**config.mk**
```make
export PLATFORM = sky130hd
export DESIGN_NAME = due_timer_event_table_flat
export DESIGN_NICKNAME = d
export VERILOG_FILES = /design/src/hdl/dtet_pkg.sv /design/src/hdl/dtet_in_if.sv /design/src/hdl/dtet_out_if.sv /design/src/hdl/dtet_ram.sv /design/src/hdl/dtet_ctrl.sv /design/src/hdl/dtet_datapath.sv /design/src/hdl/due_timer_event_table.sv /design/src/flat_wrapper.sv
export SDC_FILE = /design/constraint.sdc
export NUM_CORES = 1
export LEC_CHECK = 0
export BUFFER_PORTS_ARGS = -buffer_cell sky130_fd_sc_hd__buf_2
export CORE_MARGIN = 2
export CORE_UTILIZATION = 45
export DETAILED_ROUTE_END_ITERATION = 8
export PLACE_DENSITY_LB_ADDON = 0.08
export SETUP_SLACK_MARGIN = 0.1
export SLEW_MARGIN = 20
export SYNTH_ARGS = -nofsm -noshare
export SYNTH_HDL_FRONTEND = slang
export SYNTH_SLANG_ARGS = --single-unit
```
**constraint.sdc**
```tcl
create_clock -name clk -period 9.32 [get_ports clk]
set_input_delay 0.932 -clock clk [delete_from_list [all_inputs] [get_ports clk]]
set_output_delay 0.932 -clock clk [all_outputs]
set_load 0.005 [all_outputs]
```
**src/hdl/dtet_pkg.sv**
```systemverilog
// Shared constants and types for the due timer event table.
`timescale 1ns / 1ps
package dtet_pkg;

  localparam int EVENT_SLOTS = 16;
  localparam int SLOT_IW     = (EVENT_SLOTS > 1) ? $clog2(EVENT_SLOTS) : 1;
  localparam int CNT_W       = $clog2(EVENT_SLOTS + 1);

  localparam logic [1:0] MODE_WRITE = 2'd0;
  localparam logic [1:0] MODE_CLEAR = 2'd1;
  localparam logic [1:0] MODE_CHECK = 2'd2;

  localparam logic KIND_FIRED  = 1'b0;
  localparam logic KIND_REPORT = 1'b1;

  typedef struct packed {
    logic [31:0] stamp;
    logic [7:0]  schedule;
    logic [7:0]  portion;
  } entry_t;

  localparam int ENTRY_W = $bits(entry_t);

  typedef struct packed {
    logic write;
    logic clear;
    logic start;
    logic want_due;
    logic scan;
    logic fire;
    logic report;
  } cmd_t;

  typedef struct packed {
    logic scan_done;
    logic found;
    logic out_free;
  } status_t;

endpackage

```
**src/hdl/dtet_in_if.sv**
```systemverilog
// Request channel carrying write, clear and check items into the event table.
`timescale 1ns / 1ps
interface dtet_in_if;
  logic        valid;
  logic        ready;
  logic [1:0]  mode;
  logic [3:0]  slot;
  logic [31:0] in_timestamp;
  logic [7:0]  in_schedule;
  logic [7:0]  in_portion;
  logic [31:0] now_time;

  modport source (
    output valid, mode, slot, in_timestamp, in_schedule, in_portion, now_time,
    input  ready
  );
  modport sink (
    input  valid, mode, slot, in_timestamp, in_schedule, in_portion, now_time,
    output ready
  );
endinterface

```
**src/hdl/dtet_out_if.sv**
```systemverilog
// Result channel carrying fired events and next alarm reports.
`timescale 1ns / 1ps
interface dtet_out_if;
  logic        valid;
  logic        ready;
  logic        kind;
  logic [7:0]  out_schedule;
  logic [7:0]  out_portion;
  logic [31:0] out_timestamp;
  logic        alarm_set;
  logic        last;

  modport source (
    output valid, kind, out_schedule, out_portion, out_timestamp, alarm_set, last,
    input  ready
  );
  modport sink (
    input  valid, kind, out_schedule, out_portion, out_timestamp, alarm_set, last,
    output ready
  );
endinterface

```
**src/hdl/dtet_ram.sv**
```systemverilog
// Generic single-write, single-read RAM with registered read data.
`timescale 1ns / 1ps
module dtet_ram #(
  parameter int WIDTH = 8,
  parameter int DEPTH = 16
) (
  input  logic                                        clk,
  input  logic                                        we,
  input  logic [((DEPTH > 1) ? $clog2(DEPTH) : 1)-1:0] waddr,
  input  logic [WIDTH-1:0]                            wdata,
  input  logic                                        re,
  input  logic [((DEPTH > 1) ? $clog2(DEPTH) : 1)-1:0] raddr,
  output logic [WIDTH-1:0]                            rdata
);

  logic [WIDTH-1:0] mem [DEPTH];

  always_ff @(posedge clk) begin
    if (we) begin
      mem[waddr] <= wdata;
    end
    if (re) begin
      rdata <= mem[raddr];
    end
  end

endmodule

```
**src/hdl/dtet_ctrl.sv**
```systemverilog
// Controller state machine sequencing the scans of the event table.
`timescale 1ns / 1ps
module dtet_ctrl (
  input  logic             clk,
  input  logic             rst_n,
  input  logic             in_valid,
  input  logic [1:0]       in_mode,
  output logic             in_ready,
  input  dtet_pkg::status_t status,
  output dtet_pkg::cmd_t    cmd
);
  import dtet_pkg::*;

  typedef enum logic [2:0] {
    ST_IDLE   = 3'b001,
    ST_SCAN   = 3'b010,
    ST_DECIDE = 3'b100
  } state_t;

  state_t state_r, state_nxt;
  logic   pass_due_r, pass_due_nxt;

  assign in_ready = (state_r == ST_IDLE);

  always_comb begin
    cmd          = '0;
    state_nxt    = state_r;
    pass_due_nxt = pass_due_r;
    unique case (state_r)
      ST_IDLE: begin
        if (in_valid) begin
          unique case (in_mode)
            MODE_WRITE: begin
              cmd.write = 1'b1;
            end
            MODE_CLEAR: begin
              cmd.clear = 1'b1;
            end
            MODE_CHECK: begin
              cmd.start    = 1'b1;
              cmd.want_due = 1'b1;
              pass_due_nxt = 1'b1;
              state_nxt    = ST_SCAN;
            end
            // The unused mode code is accepted and dropped.
            default: begin
              state_nxt = ST_IDLE;
            end
          endcase
        end
      end
      ST_SCAN: begin
        cmd.scan = 1'b1;
        if (status.scan_done) begin
          state_nxt = ST_DECIDE;
        end
      end
      ST_DECIDE: begin
        // With nothing due, move on to the future pass at once.
        priority if (pass_due_r && !status.found) begin
          cmd.start    = 1'b1;
          cmd.want_due = 1'b0;
          pass_due_nxt = 1'b0;
          state_nxt    = ST_SCAN;
        end else if (status.out_free) begin
          if (pass_due_r) begin
            cmd.fire     = 1'b1;
            cmd.start    = 1'b1;
            cmd.want_due = 1'b1;
            state_nxt    = ST_SCAN;
          end else begin
            cmd.report = 1'b1;
            state_nxt  = ST_IDLE;
          end
        end else begin
          // The best event waits here until the output register frees up.
          state_nxt = ST_DECIDE;
        end
      end
      default: begin
        state_nxt = ST_IDLE;
      end
    endcase
  end

  always_ff @(posedge clk) begin
    if (!rst_n) begin
      state_r    <= ST_IDLE;
      pass_due_r <= 1'b0;
    end else begin
      state_r    <= state_nxt;
      pass_due_r <= pass_due_nxt;
    end
  end

endmodule

```
**src/hdl/dtet_datapath.sv**
```systemverilog
// Datapath of the event table: slot RAM, valid bits, scan and best-event registers.
`timescale 1ns / 1ps
module dtet_datapath (
  input  logic              clk,
  input  logic              rst_n,
  input  logic [3:0]        in_slot,
  input  logic [31:0]       in_timestamp,
  input  logic [7:0]        in_schedule,
  input  logic [7:0]        in_portion,
  input  logic [31:0]       now_time,
  input  dtet_pkg::cmd_t    cmd,
  output dtet_pkg::status_t status,
  dtet_out_if.source        out_chan
);
  import dtet_pkg::*;

  logic [EVENT_SLOTS-1:0] valid_r;
  logic [31:0]            now_r;
  logic [CNT_W-1:0]       cnt_r;
  logic                   want_due_r;
  logic                   found_r;
  logic [SLOT_IW-1:0]     best_idx_r;
  entry_t                 best_r;

  logic        out_valid_r;
  logic        out_kind_r;
  logic [7:0]  out_schedule_r;
  logic [7:0]  out_portion_r;
  logic [31:0] out_timestamp_r;
  logic        out_alarm_r;
  logic        out_last_r;

  logic               wr_ok;
  entry_t             wr_entry;
  entry_t             rd_entry;
  logic               rd_en;
  logic [CNT_W-1:0]   cnt_m1;
  logic [SLOT_IW-1:0] ev_idx;
  logic               ev_live;
  logic               ev_due;
  logic               ev_match;
  logic               ev_better;
  logic               out_free;

  assign wr_ok    = cmd.write && (32'(in_slot) < EVENT_SLOTS);
  assign wr_entry = '{stamp: in_timestamp, schedule: in_schedule, portion: in_portion};
  assign rd_en    = cmd.scan && (cnt_r < CNT_W'(EVENT_SLOTS));

  dtet_ram #(
    .WIDTH (ENTRY_W),
    .DEPTH (EVENT_SLOTS)
  ) u_slot_ram (
    .clk   (clk),
    .we    (wr_ok),
    .waddr (SLOT_IW'(in_slot)),
    .wdata (wr_entry),
    .re    (rd_en),
    .raddr (cnt_r[SLOT_IW-1:0]),
    .rdata (rd_entry)
  );

  // Read data is registered, so a count of k judges slot k-1.
  assign cnt_m1    = cnt_r - 1'b1;
  assign ev_idx    = cnt_m1[SLOT_IW-1:0];
  assign ev_live   = cmd.scan && (cnt_r != '0);
  assign ev_due    = (rd_entry.stamp <= now_r);
  assign ev_match  = ev_live && valid_r[ev_idx] && (ev_due == want_due_r);
  assign ev_better = !found_r || (rd_entry.stamp < best_r.stamp);

  assign out_free         = !out_valid_r || out_chan.ready;
  assign status.scan_done = cmd.scan && (cnt_r == CNT_W'(EVENT_SLOTS));
  assign status.found     = found_r;
  assign status.out_free  = out_free;

  always_ff @(posedge clk) begin
    if (!rst_n) begin
      valid_r <= '0;
    end else begin
      if (cmd.clear) begin
        valid_r <= '0;
      end else if (wr_ok) begin
        valid_r[SLOT_IW'(in_slot)] <= 1'b1;
      end else if (cmd.fire) begin
        valid_r[best_idx_r] <= 1'b0;
      end
    end
  end

  always_ff @(posedge clk) begin
    if (!rst_n) begin
      cnt_r   <= '0;
      found_r <= 1'b0;
    end else if (cmd.start) begin
      cnt_r   <= '0;
      found_r <= 1'b0;
    end else if (cmd.scan) begin
      cnt_r <= cnt_r + 1'b1;
      if (ev_match && ev_better) begin
        found_r <= 1'b1;
      end
    end
  end

  always_ff @(posedge clk) begin
    if (cmd.start) begin
      want_due_r <= cmd.want_due;
    end
    if (cmd.start && cmd.want_due && !cmd.fire) begin
      now_r <= now_time;
    end
    if (ev_match && ev_better) begin
      best_idx_r <= ev_idx;
      best_r     <= rd_entry;
    end
  end

  always_ff @(posedge clk) begin
    if (!rst_n) begin
      out_valid_r <= 1'b0;
    end else if (cmd.fire || cmd.report) begin
      out_valid_r <= 1'b1;
    end else if (out_chan.ready) begin
      out_valid_r <= 1'b0;
    end
  end

  always_ff @(posedge clk) begin
    if (cmd.fire) begin
      out_kind_r      <= KIND_FIRED;
      out_schedule_r  <= best_r.schedule;
      out_portion_r   <= best_r.portion;
      out_timestamp_r <= best_r.stamp;
      out_alarm_r     <= 1'b0;
      out_last_r      <= 1'b0;
    end else if (cmd.report) begin
      out_kind_r      <= KIND_REPORT;
      out_schedule_r  <= found_r ? best_r.schedule : 8'd0;
      out_portion_r   <= 8'd0;
      out_timestamp_r <= found_r ? best_r.stamp : 32'd0;
      out_alarm_r     <= found_r;
      out_last_r      <= 1'b1;
    end
  end

  assign out_chan.valid         = out_valid_r;
  assign out_chan.kind          = out_kind_r;
  assign out_chan.out_schedule  = out_schedule_r;
  assign out_chan.out_portion   = out_portion_r;
  assign out_chan.out_timestamp = out_timestamp_r;
  assign out_chan.alarm_set     = out_alarm_r;
  assign out_chan.last          = out_last_r;

endmodule

```
**src/hdl/due_timer_event_table.sv**
```systemverilog
// Top level of the due timer event table: controller, datapath and checks.
// A write or clear takes effect at its accept edge and gives no result; a check
// runs one scan per fired event, one due scan that finds nothing and one for the report;
// each scan walks the slots one at a time through the slot RAM's single read port.
// Only one request is taken at a time; a check with F due events blocks requests for its
// F + 2 scans plus result stalls. Reset: sync, active low, clears valid bits and control state.
`timescale 1ns / 1ps
module due_timer_event_table (
  input  logic      clk,
  input  logic      rst_n,
  dtet_in_if.sink   in_chan,
  dtet_out_if.source out_chan
);
  import dtet_pkg::*;

  // Commands flow from the controller to the datapath; status flows back.
  cmd_t    cmd;
  status_t status;

  // The controller owns the request handshake and decides, at the end of each scan,
  // whether to fire the best due event, start the future pass, or send the report.
  dtet_ctrl u_ctrl (
    .clk      (clk),
    .rst_n    (rst_n),
    .in_valid (in_chan.valid),
    .in_mode  (in_chan.mode),
    .in_ready (in_chan.ready),
    .status   (status),
    .cmd      (cmd)
  );

  // The datapath holds the slot RAM, walks it one slot a cycle, keeps the earliest
  // matching entry and owns the output register, so a finished result can wait
  // while the next scan runs.
  dtet_datapath u_datapath (
    .clk          (clk),
    .rst_n        (rst_n),
    .in_slot      (in_chan.slot),
    .in_timestamp (in_chan.in_timestamp),
    .in_schedule  (in_chan.in_schedule),
    .in_portion   (in_chan.in_portion),
    .now_time     (in_chan.now_time),
    .cmd          (cmd),
    .status       (status),
    .out_chan     (out_chan)
  );

`ifndef ASSERT_OFF
  // A check request keeps the request side busy in the following cycle.
  a_check_blocks: assert property (@(posedge clk) disable iff (!rst_n)
    in_chan.valid && in_chan.ready && (in_chan.mode == MODE_CHECK) |=> !in_chan.ready)
    else $error("request accepted right after a check request");

  // A result is loaded only when the output register is free.
  a_load_free: assert property (@(posedge clk) disable iff (!rst_n)
    (cmd.fire || cmd.report) |-> status.out_free)
    else $error("result loaded over a pending result");

  // A fired event never carries the alarm or end marks.
  a_fired_fields: assert property (@(posedge clk) disable iff (!rst_n)
    out_chan.valid && (out_chan.kind == KIND_FIRED) |-> !out_chan.alarm_set && !out_chan.last)
    else $error("fired result with alarm or last set");

  // A check ends with a report, after which the request side is open again.
  a_report_ends: assert property (@(posedge clk) disable iff (!rst_n)
    cmd.report |=> in_chan.ready)
    else $error("request side still busy after the report");
`endif

endmodule

```
**src/flat_wrapper.sv**
```systemverilog
// flat-port wrapper written by rule: the top's interface ports become plain ports
module due_timer_event_table_flat import dtet_pkg::*;
  (clk, rst_n, in_chan_valid, in_chan_mode, in_chan_slot, in_chan_in_timestamp, in_chan_in_schedule, in_chan_in_portion, in_chan_now_time, in_chan_ready, out_chan_valid, out_chan_kind, out_chan_out_schedule, out_chan_out_portion, out_chan_out_timestamp, out_chan_alarm_set, out_chan_last, out_chan_ready);
  dtet_in_if in_chan_i ();
  dtet_out_if out_chan_i ();
  input  logic clk;
  input  logic rst_n;
  input wire logic [$bits(in_chan_i.valid)-1:0] in_chan_valid;
  input wire logic [$bits(in_chan_i.mode)-1:0] in_chan_mode;
  input wire logic [$bits(in_chan_i.slot)-1:0] in_chan_slot;
  input wire logic [$bits(in_chan_i.in_timestamp)-1:0] in_chan_in_timestamp;
  input wire logic [$bits(in_chan_i.in_schedule)-1:0] in_chan_in_schedule;
  input wire logic [$bits(in_chan_i.in_portion)-1:0] in_chan_in_portion;
  input wire logic [$bits(in_chan_i.now_time)-1:0] in_chan_now_time;
  output wire logic [$bits(in_chan_i.ready)-1:0] in_chan_ready;
  output wire logic [$bits(out_chan_i.valid)-1:0] out_chan_valid;
  output wire logic [$bits(out_chan_i.kind)-1:0] out_chan_kind;
  output wire logic [$bits(out_chan_i.out_schedule)-1:0] out_chan_out_schedule;
  output wire logic [$bits(out_chan_i.out_portion)-1:0] out_chan_out_portion;
  output wire logic [$bits(out_chan_i.out_timestamp)-1:0] out_chan_out_timestamp;
  output wire logic [$bits(out_chan_i.alarm_set)-1:0] out_chan_alarm_set;
  output wire logic [$bits(out_chan_i.last)-1:0] out_chan_last;
  input wire logic [$bits(out_chan_i.ready)-1:0] out_chan_ready;
  assign in_chan_i.valid = in_chan_valid;
  assign in_chan_i.mode = in_chan_mode;
  assign in_chan_i.slot = in_chan_slot;
  assign in_chan_i.in_timestamp = in_chan_in_timestamp;
  assign in_chan_i.in_schedule = in_chan_in_schedule;
  assign in_chan_i.in_portion = in_chan_in_portion;
  assign in_chan_i.now_time = in_chan_now_time;
  assign in_chan_ready = in_chan_i.ready;
  assign out_chan_valid = out_chan_i.valid;
  assign out_chan_kind = out_chan_i.kind;
  assign out_chan_out_schedule = out_chan_i.out_schedule;
  assign out_chan_out_portion = out_chan_i.out_portion;
  assign out_chan_out_timestamp = out_chan_i.out_timestamp;
  assign out_chan_alarm_set = out_chan_i.alarm_set;
  assign out_chan_last = out_chan_i.last;
  assign out_chan_i.ready = out_chan_ready;
  due_timer_event_table u_core (.clk(clk), .rst_n(rst_n), .in_chan(in_chan_i), .out_chan(out_chan_i));
endmodule
```
==> impl_metrics.env <==
export IMPL_grt_max_degree=82
export IMPL_hold_violations=0
export IMPL_drv_cap=0
export IMPL_crit_chain="buf_4, mux4_2, mux2i_1, a211oi_2, inv_1, nor4_2, buf_4"
export IMPL_clock_sinks=978
export IMPL_ys_seq_area_share_pct=77.4
export IMPL_ys_seq_elements=978
export IMPL_synth_nets=1868
export IMPL_tns_ps=0
export IMPL_path_clk_slew_ps=60
export IMPL_portBuffers=142
export IMPL_async_flop_share_pct=0
export IMPL_start_util_pct=45.6
export IMPL_gp_congestion=0.819
export IMPL_netlist_instances=1712
export IMPL_cts_htree_levels=3
export IMPL_drt_first_iter_violations=1239
export IMPL_cts_resized=0
export IMPL_rsz0062_at_grt="no"
export IMPL_ys_flop_type="edfxtp_1"
export IMPL_totalWireLength_mm=85.3
export IMPL_vias=17400
export IMPL_cts_setup_buffers=0
export IMPL_dieHeight_um=293
export IMPL_cts_root_buf="clkbuf_16"
export IMPL_wl_per_cell_um=27.7
export IMPL_ys_warn_count=0
export IMPL_grt_pass1_wl_mm=124
export IMPL_worstMarginPinSlew_ps=1130
export IMPL_endpoint_kind="flop"
export IMPL_crit_slowest_cell="dfxtp_4"
export IMPL_rows=105
export IMPL_clockBufferDepth=3
export IMPL_drc_errors=0
export IMPL_p_leak_nw=13.8
export IMPL_avgSynthCellArea_um2=21.9
export IMPL_nNetsFinal=2081
export IMPL_ant_nets=0
export IMPL_cp_arrival_ps=4340
export IMPL_fmax_mhz=246
export IMPL_min_path_type="reg2reg"
export IMPL_crit_path_frequent_cell="buf_4"
export IMPL_place_hpwl_mm=45.5
export IMPL_slew_viol_final=0
export IMPL_ir_worst_vdd_v=0.000142
export IMPL_synth_top_area_cell="edfxtp_1"
export IMPL_setup_viol=0
export IMPL_drt_pre_antenna_iters=4
export IMPL_min_from="u_core.u_datapath.u_slot_ram.rdata[13]"
export IMPL_synthesis_area_um2=37600
export IMPL_tritoncts="built"
export IMPL_worst_r2r_setup_slack_ps=5250
export IMPL_cts_buffers=102
export IMPL_finalClockSkew_ps=21.8
export IMPL_synth_cell_types=53
export IMPL_min_period_ps=4070
export IMPL_syn2layout_area_growth_pct=14.2
export IMPL_drive_gt1_share_pct=29.5
export IMPL_min_period_over_period_pct=43.7
export IMPL_power_density_nw_per_um2=205
export IMPL_fillCellCount=6464
export IMPL_pin_count=143
export IMPL_fp_dieW_um=293
export IMPL_hold_buffers=0
export IMPL_cp_max_fo=52
export IMPL_required_ps=9590
export IMPL_relSlewSlack_pct=24.7
export IMPL_core_region_area_um2=82400
export IMPL_synth_area_leaders="edfxtp_1 76%, mux4_2 15%, ha_1 2.2%, dfxtp_1 1.5%, nor2_1 0.81%"
export IMPL_grt_pass1_vias=18200
export IMPL_track_usage_pct=20.2
export IMPL_clock_latency_ps=660
export IMPL_crit_start="u_core.u_datapath.cnt_r[0]"
export IMPL_outcome="complete, no violations"
export IMPL_netlist_area_leader_share_pct=75.8
export IMPL_worstSetupPathType="reg2reg"
export IMPL_cpPeakStageDelay_ps=920
export IMPL_viasPerCell=5.64
export IMPL_final_core_util_pct=52.1
export IMPL_worst_setup_path_start_kind="flop"
export IMPL_gr_total_overflow=0
export IMPL_synth_edff_count=949
export IMPL_die_area_um2=85800
export IMPL_worstReg2RegStart="u_core.u_datapath.cnt_r[0]"
export IMPL_antenna_found_initial=16
==> cell families (layout without fill, tap and decap cells) <==
kind of cell / Yosys count / in the layout / synth area share (%)
muxes: 245 / 245 / 14.7
adders and majority gates: 66 / 66 / 2.20
xor gates and xnor gates: 7 / 7 / 0.203
DFF: 978 / 978 / 77.4
other: 0 / 2 / 0
buffers and inverters: 138 / 435 / 1.58
and+or+nand+nor: 189 / 189 / 2.46
AOI/OAI and AO/OA: 89 / 89 / 1.51
==> worst max-delay path, delay by kind of cell, from the launching register on <==
family	cells	cell delay [ps]
mux	2	440
compound gates	1	280
flops	1	920
buf+inv	3	1700
simple gates	1	260
==> metal layers <==
| metal | share of wire [%] | global-route usage [%] | vias up |
|---|---|---|---|
| met5 | 0.067 | 0 | - |
| met4 | 2.2 | 5.32 | 10 |
| met2 | 51 | 34.9 | 411 |
| met1 | 42 | 26.7 | 9313 |
| li1 | - | - | 7509 |
| met3 | 4.4 | 3.59 | 140 |
==> synthesized netlist by cell type (3+ instances only) <==
| cell | n |
|---|---|
| mux4_2 | 243 |
| a211oi_1 | 13 |
| ha_1 | 66 |
| edfxtp_1 | 949 |
| nor4_1 | 3 |
| nor2_1 | 81 |
| nor2b_1 | 9 |
| a21o_1 | 11 |
| o21ai_0 | 13 |
| inv_1 | 70 |
| nand3b_1 | 3 |
| dfxtp_1 | 29 |
| nand4_1 | 13 |
| clkbuf_1 | 24 |
| a21oi_1 | 29 |
| nand2_1 | 23 |
| a311oi_1 | 3 |
| nor3_1 | 11 |
| buf_1 | 17 |
| buf_2 | 11 |
| and2_1 | 18 |
| buf_4 | 12 |
| nand3_1 | 12 |
| nand2b_1 | 5 |
| xor2_1 | 4 |
| o21ai_1 | 4 |
==> sequential cells by signal (all words and copies together), names as in the netlist <==
signal	count
u_core.u_datapath.out_chan.last	1
u_core.u_datapath.out_chan.out_timestamp	32
u_core.u_datapath.want_due_r	1
u_core.u_datapath.u_slot_ram.mem	768
u_core.u_datapath.now_r	32
u_core.u_datapath.found_r	1
u_core.u_datapath.out_chan.out_portion	8
u_core.u_datapath.out_chan.valid	1
u_core.u_ctrl.state_r	3
u_core.u_ctrl.pass_due_r	1
u_core.u_datapath.u_slot_ram.rdata	48
u_core.u_datapath.cnt_r	5
u_core.u_datapath.valid_r	16
u_core.u_datapath.best_idx_r	4
u_core.u_datapath.out_chan.out_schedule	8
u_core.u_datapath.out_chan.alarm_set	1
u_core.u_datapath.best_r	48
==> worst paths after layout <==
kind                                  end  depth (start not counted)
min reg2reg  u_core.u_datapath.best_r[13]                          0
max reg2reg  u_core.u_datapath.best_r[15]                          7
max          u_core.u_datapath.best_r[15]                          7
min          u_core.u_datapath.best_r[13]                          0
==> layout by cell type, fill, tap and decap left out, types with 3 or more instances in the layout <==
master and count:
edfxtp_1 949, nand2b_1 5, ha_1 66, nand3_1 12, nor2_1 67, and2_1 18, a311oi_1 3, nor3_1 8
mux4_2 243, nor2b_1 8, nor2_4 13, nand3b_1 3, clkinv_1 23, xor2_1 4, a211oi_1 13, clkinv_2 24
nand4_1 13, buf_2 142, o21ai_1 3, a21oi_1 29, clkbuf_16 107, o21ai_0 13, dfxtp_4 4, bufinv_16 5
inv_1 70, nor3_2 4, nand2_1 23, buf_4 32, clkbuf_1 25, dfxtp_1 25, a21o_1 11
==> cell type report <==
class | count | area (um2) | share of cell area (%)
Inverter | 72 | 270 | 0.630
Sequential cell | 978 | 29100 | 67.8
Tap cell | 1070 | 1340 | 3.12
Clock buffer | 132 | 2770 | 6.46
Multi-Input combinational cell | 596 | 8040 | 18.8
Clock inverter | 56 | 405 | 0.945
Timing Repair Buffer | 175 | 971 | 2.26
Antenna cell | 2 | 5.00 | 0.0117
==> power by group <==
part / switching [mW] / total (mW) / internal [mW]
sequential: 0.00483 / 4.83 / 4.83
combinational: 0.0812 / 0.111 / 0.0293
clock: 1.63 / 3.86 / 2.23
==> metrics by stage <==
step | hold slack [ps] | area, um2 | instances | power (mW) | worst slack, ps
2_1_floorplan | 400 | 37600 | 1712 | 4.96 | 1310
3_3_place_gp | 404 | 39700 | 2891 | 5.03 | 5080
3_5_place_dp | 406 | 39700 | 2891 | 5.04 | 5090
4_1_cts | 408 | 42900 | 3079 | 8.89 | 5090
5_1_grt | 413 | 42900 | 3079 | 9.09 | 4820
6_report | 414 | 42900 | 3081 | 8.80 | 5250
Power figures use the tool's default switching activity.
